$ cat src/sv/itoar_pkg.sv
// itoar_pkg: shared types, constants and helpers for the integer to ascii converter
`timescale 1ns / 1ps

package itoar_pkg;

   localparam int VALUE_WIDTH = 64;
   localparam int MAX_DIGITS  = 22;
   localparam int DIGIT_W     = 4;
   localparam int CHAR_W      = 7;
   localparam int COUNT_W     = 5;

   localparam logic [CHAR_W-1:0] CHAR_ZERO   = 7'd48;
   localparam logic [CHAR_W-1:0] CHAR_LETTER = 7'd55;
   localparam logic [CHAR_W-1:0] CHAR_MINUS  = 7'd45;

   typedef enum logic [1:0] {
      CMD_SDEC = 2'd0,
      CMD_UDEC = 2'd1,
      CMD_OCT  = 2'd2,
      CMD_HEX  = 2'd3
   } cmd_type;

   typedef struct packed {
      logic clear;
      logic conv;
      logic shift;
   } chain_ctrl_type;

   function automatic logic [CHAR_W-1:0] ascii_of_digit(input logic [DIGIT_W-1:0] d);
      logic [CHAR_W-1:0] ext;
      ext = {{(CHAR_W-DIGIT_W){1'b0}}, d};
      if (d < DIGIT_W'(10)) begin
         return ext + CHAR_ZERO;
      end else begin
         return ext + CHAR_LETTER;
      end
   endfunction

endpackage

$ cat src/sv/itoar_digit_chain.sv
// itoar_digit_chain: shift register of digit cells for bit-serial radix conversion
`timescale 1ns / 1ps

module itoar_digit_chain
   import itoar_pkg::*;
(
   input  logic                 clock,
   input  logic                 reset,
   input  chain_ctrl_type       ctrl,
   input  cmd_type              cmd,
   input  logic                 bit_in,
   output logic [DIGIT_W-1:0]   top_digit,
   output logic                 overflow
);

   logic [DIGIT_W-1:0] digits_ff [MAX_DIGITS];
   logic [DIGIT_W-1:0] digits_in [MAX_DIGITS];
   logic [DIGIT_W-1:0] adj       [MAX_DIGITS];
   logic [DIGIT_W-1:0] stepped   [MAX_DIGITS];
   logic               cin       [MAX_DIGITS];
   logic               cout      [MAX_DIGITS];
   logic               overflow_ff;
   logic               overflow_in;

   // per-cell doubling step, carry depends only on the cell itself
   always_comb begin
      for (int i = 0; i < MAX_DIGITS; i++) begin
         adj[i] = (digits_ff[i] >= DIGIT_W'(5)) ? digits_ff[i] + DIGIT_W'(3) : digits_ff[i];
         cin[i] = (i == 0) ? bit_in : cout[(i == 0) ? 0 : i - 1];
         case (cmd)
            CMD_SDEC, CMD_UDEC: begin
               stepped[i] = {adj[i][2:0], cin[i]};
               cout[i]    = adj[i][3];
            end
            CMD_OCT: begin
               stepped[i] = {1'b0, digits_ff[i][1:0], cin[i]};
               cout[i]    = digits_ff[i][2];
            end
            default: begin
               stepped[i] = {digits_ff[i][2:0], cin[i]};
               cout[i]    = digits_ff[i][3];
            end
         endcase
      end
   end

   always_comb begin
      overflow_in = overflow_ff;
      for (int i = 0; i < MAX_DIGITS; i++) begin
         digits_in[i] = digits_ff[i];
      end
      if (ctrl.clear) begin
         overflow_in = 1'b0;
         for (int i = 0; i < MAX_DIGITS; i++) begin
            digits_in[i] = '0;
         end
      end else if (ctrl.conv) begin
         overflow_in = overflow_ff | cout[MAX_DIGITS-1];
         for (int i = 0; i < MAX_DIGITS; i++) begin
            digits_in[i] = stepped[i];
         end
      end else if (ctrl.shift) begin
         for (int i = 0; i < MAX_DIGITS; i++) begin
            digits_in[i] = (i == 0) ? '0 : digits_ff[(i == 0) ? 0 : i - 1];
         end
      end
   end

   always_ff @(posedge clock) begin
      for (int i = 0; i < MAX_DIGITS; i++) begin
         digits_ff[i] <= digits_in[i];
      end
      if (reset) begin
         overflow_ff <= 1'b0;
      end else begin
         overflow_ff <= overflow_in;
      end
   end

   assign top_digit = digits_ff[MAX_DIGITS-1];
   assign overflow  = overflow_ff;

endmodule

$ cat src/sv/integer_to_ascii_radix_top.sv
// integer_to_ascii_radix_top: integer to ascii converter, decimal, octal or hex
`timescale 1ns / 1ps

// Takes a 64-bit value and a format (signed decimal, unsigned decimal, octal,
// upper-case hex) and returns its ASCII characters most significant first, one
// response per character, a leading minus for negative signed decimal, zero as
// a single "0". The final character has rsp_last_char set and rsp_char_count
// holds the total. One request is converted at a time: the value is shifted
// bit by bit into a chain of 22 digit cells, then the chain is shifted out
// one digit position per cycle, skipping leading zeros; digit output waits
// while the response is stalled.

module integer_to_ascii_radix_top
   import itoar_pkg::*;
(
   input  logic                 clock,
   input  logic                 reset,
   input  logic                 req_valid,
   output logic                 req_ready,
   input  logic [1:0]           req_cmd,
   input  logic [63:0]          req_value,
   output logic                 rsp_valid,
   input  logic                 rsp_ready,
   output logic [CHAR_W-1:0]    rsp_char_code,
   output logic                 rsp_last_char,
   output logic [COUNT_W-1:0]   rsp_char_count
);

   localparam int BIT_W = $clog2(VALUE_WIDTH);
   localparam int REM_W = $clog2(MAX_DIGITS + 1);

   typedef enum logic [2:0] {
      ST_IDLE,
      ST_CONV,
      ST_SIGN,
      ST_SKIP,
      ST_DIGIT
   } state_type;

   state_type               state_ff, state_in;
   logic [VALUE_WIDTH-1:0]  value_ff, value_in;
   logic [BIT_W-1:0]        bitcnt_ff, bitcnt_in;
   logic [REM_W-1:0]        remain_ff, remain_in;
   logic [COUNT_W-1:0]      count_ff, count_in;
   cmd_type                 cmd_ff, cmd_in;
   logic                    neg_ff, neg_in;
   logic                    rsp_valid_ff, rsp_valid_in;
   logic [CHAR_W-1:0]       rsp_char_ff, rsp_char_in;
   logic                    rsp_last_ff, rsp_last_in;
   logic [COUNT_W-1:0]      rsp_count_ff, rsp_count_in;

   chain_ctrl_type          chain_ctrl;
   logic [DIGIT_W-1:0]      top_digit;
   logic                    overflow;
   logic                    out_free;
   logic                    skip_zero;
   logic [VALUE_WIDTH-1:0]  load_value;
   logic                    load_neg;

   itoar_digit_chain u_chain (
      .clock     (clock),
      .reset     (reset),
      .ctrl      (chain_ctrl),
      .cmd       (cmd_ff),
      .bit_in    (value_ff[VALUE_WIDTH-1]),
      .top_digit (top_digit),
      .overflow  (overflow)
   );

   assign req_ready  = (state_ff == ST_IDLE);
   assign out_free   = !rsp_valid_ff || rsp_ready;
   assign load_value = req_value[VALUE_WIDTH-1:0];
   assign load_neg   = (cmd_type'(req_cmd) == CMD_SDEC) && load_value[VALUE_WIDTH-1];
   assign skip_zero  = (remain_ff > REM_W'(1)) && (top_digit == '0) && !overflow;

   always_comb begin
      state_in     = state_ff;
      value_in     = value_ff;
      bitcnt_in    = bitcnt_ff;
      remain_in    = remain_ff;
      count_in     = count_ff;
      cmd_in       = cmd_ff;
      neg_in       = neg_ff;
      rsp_valid_in = rsp_valid_ff && !rsp_ready;
      rsp_char_in  = rsp_char_ff;
      rsp_last_in  = rsp_last_ff;
      rsp_count_in = rsp_count_ff;
      chain_ctrl   = '0;

      case (state_ff)
         ST_IDLE: begin
            if (req_valid) begin
               cmd_in           = cmd_type'(req_cmd);
               neg_in           = load_neg;
               value_in         = load_neg ? (~load_value + VALUE_WIDTH'(1)) : load_value;
               bitcnt_in        = '0;
               count_in         = '0;
               chain_ctrl.clear = 1'b1;
               state_in         = ST_CONV;
            end
         end
         ST_CONV: begin
            chain_ctrl.conv = 1'b1;
            value_in        = {value_ff[VALUE_WIDTH-2:0], 1'b0};
            bitcnt_in       = bitcnt_ff + BIT_W'(1);
            if (bitcnt_ff == BIT_W'(VALUE_WIDTH - 1)) begin
               remain_in = REM_W'(MAX_DIGITS);
               state_in  = neg_ff ? ST_SIGN : ST_SKIP;
            end
         end
         ST_SIGN: begin
            if (out_free) begin
               rsp_valid_in = 1'b1;
               rsp_char_in  = CHAR_MINUS;
               rsp_last_in  = 1'b0;
               rsp_count_in = COUNT_W'(1);
               count_in     = COUNT_W'(1);
               state_in     = ST_SKIP;
            end
         end
         ST_SKIP: begin
            if (skip_zero) begin
               chain_ctrl.shift = 1'b1;
               remain_in        = remain_ff - REM_W'(1);
            end else begin
               state_in = ST_DIGIT;
            end
         end
         ST_DIGIT: begin
            if (out_free) begin
               chain_ctrl.shift = 1'b1;
               rsp_valid_in     = 1'b1;
               rsp_char_in      = ascii_of_digit(top_digit);
               rsp_last_in      = (remain_ff == REM_W'(1));
               rsp_count_in     = count_ff + COUNT_W'(1);
               count_in         = count_ff + COUNT_W'(1);
               remain_in        = remain_ff - REM_W'(1);
               if (remain_ff == REM_W'(1)) begin
                  state_in = ST_IDLE;
               end
            end
         end
         default: begin
            state_in = ST_IDLE;
         end
      endcase
   end

   always_ff @(posedge clock) begin
      value_ff     <= value_in;
      bitcnt_ff    <= bitcnt_in;
      remain_ff    <= remain_in;
      count_ff     <= count_in;
      cmd_ff       <= cmd_in;
      neg_ff       <= neg_in;
      rsp_char_ff  <= rsp_char_in;
      rsp_last_ff  <= rsp_last_in;
      rsp_count_ff <= rsp_count_in;
      if (reset) begin
         state_ff     <= ST_IDLE;
         rsp_valid_ff <= 1'b0;
      end else begin
         state_ff     <= state_in;
         rsp_valid_ff <= rsp_valid_in;
      end
   end

   assign rsp_valid      = rsp_valid_ff;
   assign rsp_char_code  = rsp_char_ff;
   assign rsp_last_char  = rsp_last_ff;
   assign rsp_char_count = rsp_count_ff;

`ifndef SYNTH
   a_accept_starts_conv: assert property (@(posedge clock) disable iff (reset)
      req_valid && req_ready |=> state_ff == ST_CONV)
      else $error("accepted request did not start conversion");

   a_sign_only_negative: assert property (@(posedge clock) disable iff (reset)
      state_ff == ST_SIGN |-> neg_ff && cmd_ff == CMD_SDEC)
      else $error("minus sign phase without negative signed value");

   a_minus_is_first: assert property (@(posedge clock) disable iff (reset)
      rsp_valid && rsp_char_code == CHAR_MINUS |-> rsp_char_count == COUNT_W'(1) && !rsp_last_char)
      else $error("minus sign not leading or flagged last");

   a_rsp_held_while_stalled: assert property (@(posedge clock) disable iff (reset)
      rsp_valid && !rsp_ready |=> rsp_valid && $stable(rsp_char_code)
         && $stable(rsp_last_char) && $stable(rsp_char_count))
      else $error("response changed while stalled");
`endif

endmodule

$ cat config.mk
export PLATFORM = sky130hd
export DESIGN_NAME = integer_to_ascii_radix_top
export DESIGN_NICKNAME = d
export VERILOG_FILES = /design/src/sv/itoar_pkg.sv /design/src/sv/itoar_digit_chain.sv /design/src/sv/integer_to_ascii_radix_top.sv
export SDC_FILE = /design/constraint.sdc
export NUM_CORES = 1
export LEC_CHECK = 0
export BUFFER_PORTS_ARGS = -buffer_cell sky130_fd_sc_hd__buf_2
export CORE_MARGIN = 10
export CORE_UTILIZATION = 55
export CTS_CLUSTER_DIAMETER = 40
export DETAILED_ROUTE_END_ITERATION = 10
export PLACE_DENSITY_LB_ADDON = 0.1
export SYNTH_ARGS = -nofsm -noshare
export SYNTH_HDL_FRONTEND = slang
export SYNTH_HIERARCHICAL = 1
export SYNTH_SLANG_ARGS = --single-unit
$ cat constraint.sdc
create_clock -name clock -period 3.56 [get_ports clock]
set_clock_uncertainty 0.05 [all_clocks]
set_input_delay 0.89 -clock clock [delete_from_list [all_inputs] [get_ports clock]]
set_output_delay 0.89 -clock clock [all_outputs]
set_load 0.03 [all_outputs]
### Word-level counts from Yosys, hierarchy flattened

Memories as Yosys holds them, arrays and structs flattened.
Cells that the tools add are included.

* bits in registers: 101
* memory bits (writable): 88
* input bits: 70
* output and inout port bits: 15
* word-level logic and storage cells: 213
* memories: 1

* $add $sub $neg: 28
* magnitude comparators: 24
* equal/unequal tests: 15
* muxes and demuxes: 106
* bitwise logic cells: 2
* reductions and logical operators: 25

Memory list
* u_chain.digits_ff: depth 22, width 4, rd ports 22, clocked after Yosys merged registers in 0, wr ports 22, RTL line itoar_digit_chain.sv:16 `logic [DIGIT_W-1:0] digits_ff [MAX_DIGITS];`

Operator list (count)
* $mux W88: 3
* $pmux W4 S2: 22
* $mux W64: 2
* $pmux W64 S2: 1
* $add A4 B2 Y4 const B: 22
* $ge A4 B3 Y1 const B: 22
* $mux W4: 22
* $add A64 B1 Y64 const B: 1
* $not A64 Y64: 1
* $pmux W1 S2: 24
* $mux W5: 6
* $pmux W5 S3: 2
* $mux W7: 3
* $mux W3: 6
* $pmux W3 S5: 1
* $add A4 B6 Y7 const B: 2
* $ne A2 B2 Y1 const B: 7
* $pmux W7 S2: 1
* $pmux W6 S2: 1
* $mux W1: 10
* $pmux W5 S2: 1
* $reduce_and A4 Y1: 2
* $add A6 B1 Y6 const B: 1
* $eq A3 B2 Y1 const B: 2
* other kinds (24): 35

### Depth between registers and ports, before layout

Gate-level depths: netlist of run 1.

* depth in word-level cells: 8
* depth in mapped cells: 12
* depth with buffers taken out: 8

### Modules after synthesis

The synthesis of run 1 kept the hierarchy.

By module, submodules not included
* itoar_digit_chain: instances 1, cells an instance 798, area an instance 6805.3 um2, sequential area each 1781.7 um2
* integer_to_ascii_radix_top: instances 1, cells an instance 608, area an instance 5856.9 um2, sequential area each 2962.8 um2

### Least setup slack after synthesis of run 1

No wires, ideal clock.

* kind: input port to flip-flop
* from: input req_valid
* to: register bitcnt_ff[0] (enable)
* setup time: 0.398 ns
* arrival: 2.545 ns
* required time: 3.112 ns
* setup slack: 0.568 ns
* stages on the path: 3
* path buffers: 0
* cells stage by stage: nand2b_1 nor3_1 or2_2

* longest elaborated chain between the ends: 2

RTL lines
* start, declared: RTL line integer_to_ascii_radix_top.sv:18 `input logic req_valid,`
* $ne A2 B2 Y1 (no source line)
* $reduce_and A2 Y1 (no source line)
* end signal, assigned: RTL line integer_to_ascii_radix_top.sv:151 `bitcnt_ff <= bitcnt_in;`
* end, declared: RTL line integer_to_ascii_radix_top.sv:42 `logic [BIT_W-1:0] bitcnt_ff, bitcnt_in;`

Every way passes these cells.
A chain may end at the register's enable or synchronous reset.

### Worst setup path in the final report of run 1

* from: input req_value[20]
* to: register value_ff[41], data pin

* longest elaborated chain between the ends: 5

RTL lines
* start, declared: RTL line integer_to_ascii_radix_top.sv:21 `input logic [63:0] req_value,`
* $not A64 Y64: RTL line integer_to_ascii_radix_top.sv:95 `value_in = load_neg ? (~load_value + VALUE_WIDTH'(1)) : load_value;`
* $add A64 B1 Y64: RTL line integer_to_ascii_radix_top.sv:95
* $mux W64: RTL line integer_to_ascii_radix_top.sv:95
* $mux W64: RTL line integer_to_ascii_radix_top.sv:92 `if (req_valid) begin`
* $pmux W64 S2: RTL line integer_to_ascii_radix_top.sv:90 `case (state_ff)`
* via value_in[41]: RTL line integer_to_ascii_radix_top.sv:41 `logic [VALUE_WIDTH-1:0] value_ff, value_in;`
* end signal, assigned: RTL line integer_to_ascii_radix_top.sv:150 `value_ff <= value_in;`
* end, declared: RTL line integer_to_ascii_radix_top.sv:41

The timed path passes the listed nets, and every way through them passes these cells. The select of a mux whose other input is x is not followed.

==> results of run 1 <==
==> worst paths after layout <==
path | start | end | slack, ns
worst max register to register | u_chain/digits_ff[2][21]$_SDFFE_PP0P_ | u_chain/digits_ff[2][1]$_SDFFE_PP0P_ | 0.91
worst min register to register | value_ff[63]$_DFFE_PP_ | u_chain/digits_ff[0][0]$_SDFFE_PP0P_ | 0.44
worst max-delay path | req_value[20] | value_ff[41]$_DFFE_PP_ | 0.71
worst min-delay path | value_ff[63]$_DFFE_PP_ | u_chain/digits_ff[0][0]$_SDFFE_PP0P_ | 0.44
==> per-stage QoR <==
stage	setup WS [ns]	hold slack (ns)	util	cells	total power [mW]
2_1_floorplan	0.568	0.404	-	1406	7.59
3_3_place_gp	0.349	0.409	0.587	1709	8.66
3_5_place_dp	0.274	0.428	0.587	1709	8.78
4_1_cts	0.734	0.443	0.612	1741	10.7
5_1_grt	0.525	0.477	0.612	1741	11.5
6_report	0.714	0.441	0.612	1741	10.6
==> flip-flops by register name, summed over array words and instances, names as in the netlist <==
register,cells
state_ff,3
rsp_last_char,1
rsp_char_count,5
count_ff,5
remain_ff,5
cmd_ff,2
u_chain/overflow,1
neg_ff,1
bitcnt_ff,6
rsp_char_code,7
value_ff,64
u_chain/digits_ff,88
rsp_valid,1
==> power groups by stage <==
stage               Sequential (mW)  Combinational, mW  Clock (mW)
finish                         4.13               4.65        1.86
global route                   4.26               5.23        1.97
CTS                            4.13               4.65        1.89
detailed placement             4.17               4.62           0
global placement               4.14               4.52           0
floorplan                      3.99               3.60           0
==> worst min-delay path, delay by kind of cell (launching register included) <==
family | cells | cell delay [ns]
AOI/OAI and AO/OA | 1 | 0.06
DFF | 1 | 0.33
and+or+nand+nor | 1 | 0.07
==> layout by cell type (no fill, tap or decap), drive strengths merged, types with 18 or more instances in the layout <==
cell / Yosys / final
a21oi: 65 / 65
xnor2: 63 / 63
ha: 51 / 51
o211ai: 29 / 29
nand2b: 30 / 30
nor3: 33 / 33
clkbuf: 50 / 18
mux2i: 38 / 38
a211oi: 63 / 63
inv: 85 / 90
edfxtp: 96 / 96
nor2b: 35 / 35
or4b: 20 / 20
o21ai: 79 / 79
o221ai: 21 / 21
dfxtp: 93 / 93
nor2: 138 / 138
buf: 47 / 115
or3: 29 / 29
nand2: 107 / 107
o41a: 20 / 20
xor2: 27 / 27
o22ai: 18 / 18
a31oi: 18 / 18
==> area by class of cell <==
cell class / instances / area share
multi-input combinational: 1034 / 0.517
tap: 285 / 0.0257
sequential: 189 / 0.342
timing repair buffer: 115 / 0.0507
inverter: 86 / 0.0236
clock inverter: 14 / 0.00948
clock buffer: 18 / 0.0317
==> cell families (layout without fill, tap and decap cells) <==
kind of cell	count (synthesis)	count (layout)	share of synthesized area
compound gates	392	392	0.228
xor+xnor	90	90	0.0623
fa+ha+maj	51	51	0.0504
buf+inv	183	233	0.0612
flops	189	189	0.375
mux	38	38	0.0300
simple gates	463	463	0.193
==> layer usage <==
layer | wire length, um | track usage | vias to the layer above
li1 | - | - | 5258
met5 | 0 | 0 | -
met4 | 244 | 0.0364 | 0
met2 | 14200 | 0.329 | 267
met3 | 1400 | 0.0332 | 19
met1 | 14800 | 0.286 | 5094
==> results_dict.tcl, run 1 <==
set metrics [dict create \
    status "completed" \
    totalWireLength_um 30600 \
    grt_max_degree 82 \
    dpl_cell_area_sq_um 13300 \
    synth_common_cells "nor2_1, nand2_1, edfxtp_1" \
    fillers 2006 \
    path_clk_slew_ns 0.07 \
    dieWidth_um 172 \
    async_flop_share 0 \
    grt_pass1_wl_um 50300 \
    final_area_sq_um 13900 \
    seq_power_share 0.388 \
    vias 10638 \
    yosys-top-cells-area "edfxtp_1, dfxtp_1, ha_1" \
    crit_top_cell "o21ai_0" \
    synth_seq_cells 189 \
    finalSetupTns_ns 0 \
    crit_chain "buf_2, or4_1, nor4_2, nand3_2, buf_4, o21ai_0, xor2_1, o21ai_0" \
    postCtsHoldBufs 0 \
    cp_num_cells 8 \
    synth_top_area_cell "edfxtp_1" \
    portBuffers 84 \
    crit_arrival_ns 2.94 \
    h-tree-depth 4 \
    area.sequential_sq_um 4740 \
    p_sw_mw 4.47 \
    multi_input_area_sq_um 7160 \
    start_kind "input port" \
    switching_share 0.420 \
    cts_resized 0 \
    critPathTopFamily "simple AND/OR/NAND/NOR gates" \
    io_pins 85 \
    cts_sinks 189 \
    drive_gt1_frac 0.137 \
    ys_seq_area_frac 0.375 \
    ant_nets 0 \
    nets 1564 \
    drv_slew 0 \
    gp_congestion 0.899 \
    yosysUniqueCellTypes 70 \
    rows 55 \
    core_sq_um 22600 \
    antenna_found_initial 0 \
    worstPathRequired_ns 3.65 \
    start_util 0.559 \
    cp_slowest_stage_delay_ns 0.59 \
    power.density_nw_per_um2 767 \
    cts.path.max_buffers 2 \
    setup_viol 0 \
    synthToLayoutAreaGrowth_pct 9.50 \
    cts_setup_buffers 0 \
    rsz0062_at_grt "false" \
    netlist_area_sq_um 12700 \
    cts_buffers 17 \
    tightest_slew_ns 0.945 \
    hold_viol 0 \
    period_minus_slack_ns 2.85 \
    syn_nets 1527 \
    critical_path_class "in -> reg" \
    first_pass_iters 5 \
    synth_most_common_cell "nor2_1" \
    holdPathStages 2 \
    syn_avg_cell_area_sq_um 9.01 \
    grt_pass1_vias 9982 \
    hold_path.class "reg -> reg" \
    cpMaxStageDelayCell "or4_1" \
    gr-total-overflow 0 \
    synth.top_cell.area_share 0.228 \
    r2r_cells 9 \
    place.detailed.hpwl_um 20900 \
    vdd_drop_max_uv 366 \
    crit_buf_inv 2 \
    die_h_um 172 \
    track_usage 0.205 \
    power_frac_comb 0.437 \
    max_freq_mhz 351 \
    worstSkewPairLatency_ns 0.42 \
    intPower_mw 6.17 \
    cts-root-buf "clkbuf_16" \
    cap_violations 0 \
    wl_per_cell_um 17.6 \
    critPathMaxFanout 7 \
    drc 0 \
    synthCells 1406 \
    antenna_cells 0 \
    slew_headroom 0.366 \
    clkPwrFrac 0.175 \
    via_per_inst 6.11 \
    synth-edff-count 96 \
    first_iter_violations 967 \
    end_kind "register" \
    yosysWarnings 6 \
    min_period_over_period 0.799 \
    p_leak_nw 4.72 \
    die_area_sq_um 29500 \
    cts_tree "built" \
    synthFlopType "edfxtp_1" \
]
Note: power is estimated with default switching activity, not from simulation.
==> run 2, diff against run 1 <==
- clock period: 3.56 -> 2.6 ns (I/O delays scaled with it)
==> run 2 against run 1 <==
Cell count rose by 4.3%; largest cell class unchanged; sequential share of layout area fell by 1.5 points; sequential cell count did not move; non-clock buffer count rose by 74; utilization rose by 2.9 points; final area rose by 4.7%; worst setup slack got worse by 0.63 ns; hold slack got worse by 0.065 ns; via count rose by 3.0%; combinational power rose by 43%; clock power rose by 44%.
==> results_dict.tcl, run 2 (synthesis results as in run 1) <==
set metrics [dict create \
    rsz0062_at_grt "false" \
    die_area_sq_um 29500 \
    grt_max_degree 79 \
    wl_per_cell_um 17.0 \
    grt_pass1_vias 10367 \
    first_pass_iters 5 \
    post-place-ws_ns -0.361 \
    portBuffers 84 \
    start_util 0.559 \
    final_common_cell "nor2_1" \
    postCtsHoldBufs 0 \
    core_sq_um 22600 \
    nets 1638 \
    gr-total-overflow 0 \
    slew_headroom 0.558 \
    io_pins 85 \
    place_inst 1778 \
    tightest_slew_ns 0.663 \
    cap_violations 0 \
    synthToLayoutAreaGrowth_pct 14.7 \
    antenna_cells 0 \
    period_minus_slack_ns 2.52 \
    holdPathStages 1 \
    ant_nets 0 \
    regMostFlops "u_chain/digits_ff" \
    final_cell_mix "nor2_1, nand2_1, edfxtp_1, buf_4, dfxtp_1" \
    fin_ws_ns 0.0849 \
    cts-root-buf "clkbuf_16" \
    vias 10956 \
    start_kind "input port" \
    setup_viol 0 \
    r2r_cells 8 \
    path_clk_slew_ns 0.07 \
    dieWidth_um 172 \
    crit_arrival_ns 2.72 \
    totalWireLength_um 30800 \
    drive_gt1_frac 0.179 \
    finalNonFillerCells 1815 \
    gp_congestion 0.925 \
    status "completed" \
    power.density_nw_per_um2 1030 \
    rows 55 \
    die_h_um 172 \
    cts_sinks 189 \
    vdd_drop_max_uv 543 \
    hold_path.class "in -> reg" \
    critical_path_class "in -> reg" \
    max_freq_mhz 398 \
    drv_slew 0 \
    hold_viol 0 \
    track_usage 0.207 \
    h-tree-depth 4 \
    antenna_found_initial 0 \
    cts.path.max_buffers 2 \
    via_per_inst 6.04 \
    critPathMaxFanout 7 \
    worstSkewPairLatency_ns 0.44 \
    p_leak_nw 5.14 \
    largest_reg_flops 88 \
    finalSetupTns_ns 0 \
    first_iter_violations 882 \
    place.detailed.hpwl_um 21100 \
    worstPathRequired_ns 2.80 \
    cts_tree "built" \
    drc 0 \
    cts_buffers 17 \
    end_kind "register" \
    min_period_over_period 0.967 \
    grt_pass1_wl_um 50700 \
]
==> run 2: cell types whose count changed in the layout (fill, tap and decap cells not counted), sizes merged <==
cell | before | now
clkinvlp | 5 | 2
clkbuf | 18 | 17
inv | 90 | 95
clkinv | 5 | 3
bufinv | 0 | 1
buf | 115 | 189
==> run 2: repair_timing <==
| item | CTS | global route |
|---|---|---|
| resized for setup | 0 | 2 |
| setup endpoints to repair | 0 | 42 |
| setup buffers | 0 | 5 |
| endpoints found under the hold margin | 0 | 0 |
==> run 2: cell type report <==
type	count	area, sq um
sequential	189	4740
clock inverter	15	165
clock buffer	17	425
timing repair buffer	189	1320
inverter	86	328
fill	1935	8120
multi-input combinational	1034	7180
tap	285	357
==> run 2: routing by layer <==
layer	wire, um	part of all wire	track usage
met1	14500	0.47	0.285
met2	14300	0.46	0.332
met3	1680	0.054	0.0378
met4	342	0.011	0.0476
met5	0	0	0
==> run 2: power by group <==
| part | internal [mW] | switching, mW | leakage (nW) |
|---|---|---|---|
| Sequential | 4.68 | 0.904 | 1.68 |
| Clock | 1.38 | 1.29 | 0.287 |
| Combinational | 2.68 | 3.99 | 3.17 |
==> run 2: metrics by stage <==
| step | power, mW | hold WS [ns] | utilization | instance area, sq um |
|---|---|---|---|---|
| 3_3_place_gp | 12.1 | 0.414 | 0.613 | 13900 |
| 5_1_grt | 16.0 | 0.362 | 0.641 | 14500 |
| 2_1_floorplan | 10.4 | 0.404 | - | 12700 |
| 6_report | 14.9 | 0.376 | 0.641 | 14500 |
| 4_1_cts | 14.9 | 0.372 | 0.639 | 14500 |
| 3_5_place_dp | 12.2 | 0.450 | 0.613 | 13900 |
==> run 2: final timing paths <==
| check | slack (ns) | from | endpoint |
|---|---|---|---|
| setup / recovery | 0.08 | req_value[20] | value_ff[63]$_DFFE_PP_ |
| hold / removal | 0.38 | req_cmd[1] | cmd_ff[1]$_DFFE_PP_ |
| setup reg to reg | 0.19 | remain_ff[0]$_SDFFCE_PN0P_ | u_chain/digits_ff[0][13]$_SDFFE_PP0P_ |
| hold reg to reg | 0.45 | state_ff[1]$_SDFFE_PP0P_ | state_ff[1]$_SDFFE_PP0P_ |
==> run 2: worst max-delay path, cell delays in order <==
cell      delay, ns
buf_2          0.10
or4_1          0.63
nor4_4         0.34
nand3_2        0.18
buf_4          0.21
buf_4          0.14
nor2_2         0.10
nand2_1        0.08
a311oi_1       0.27
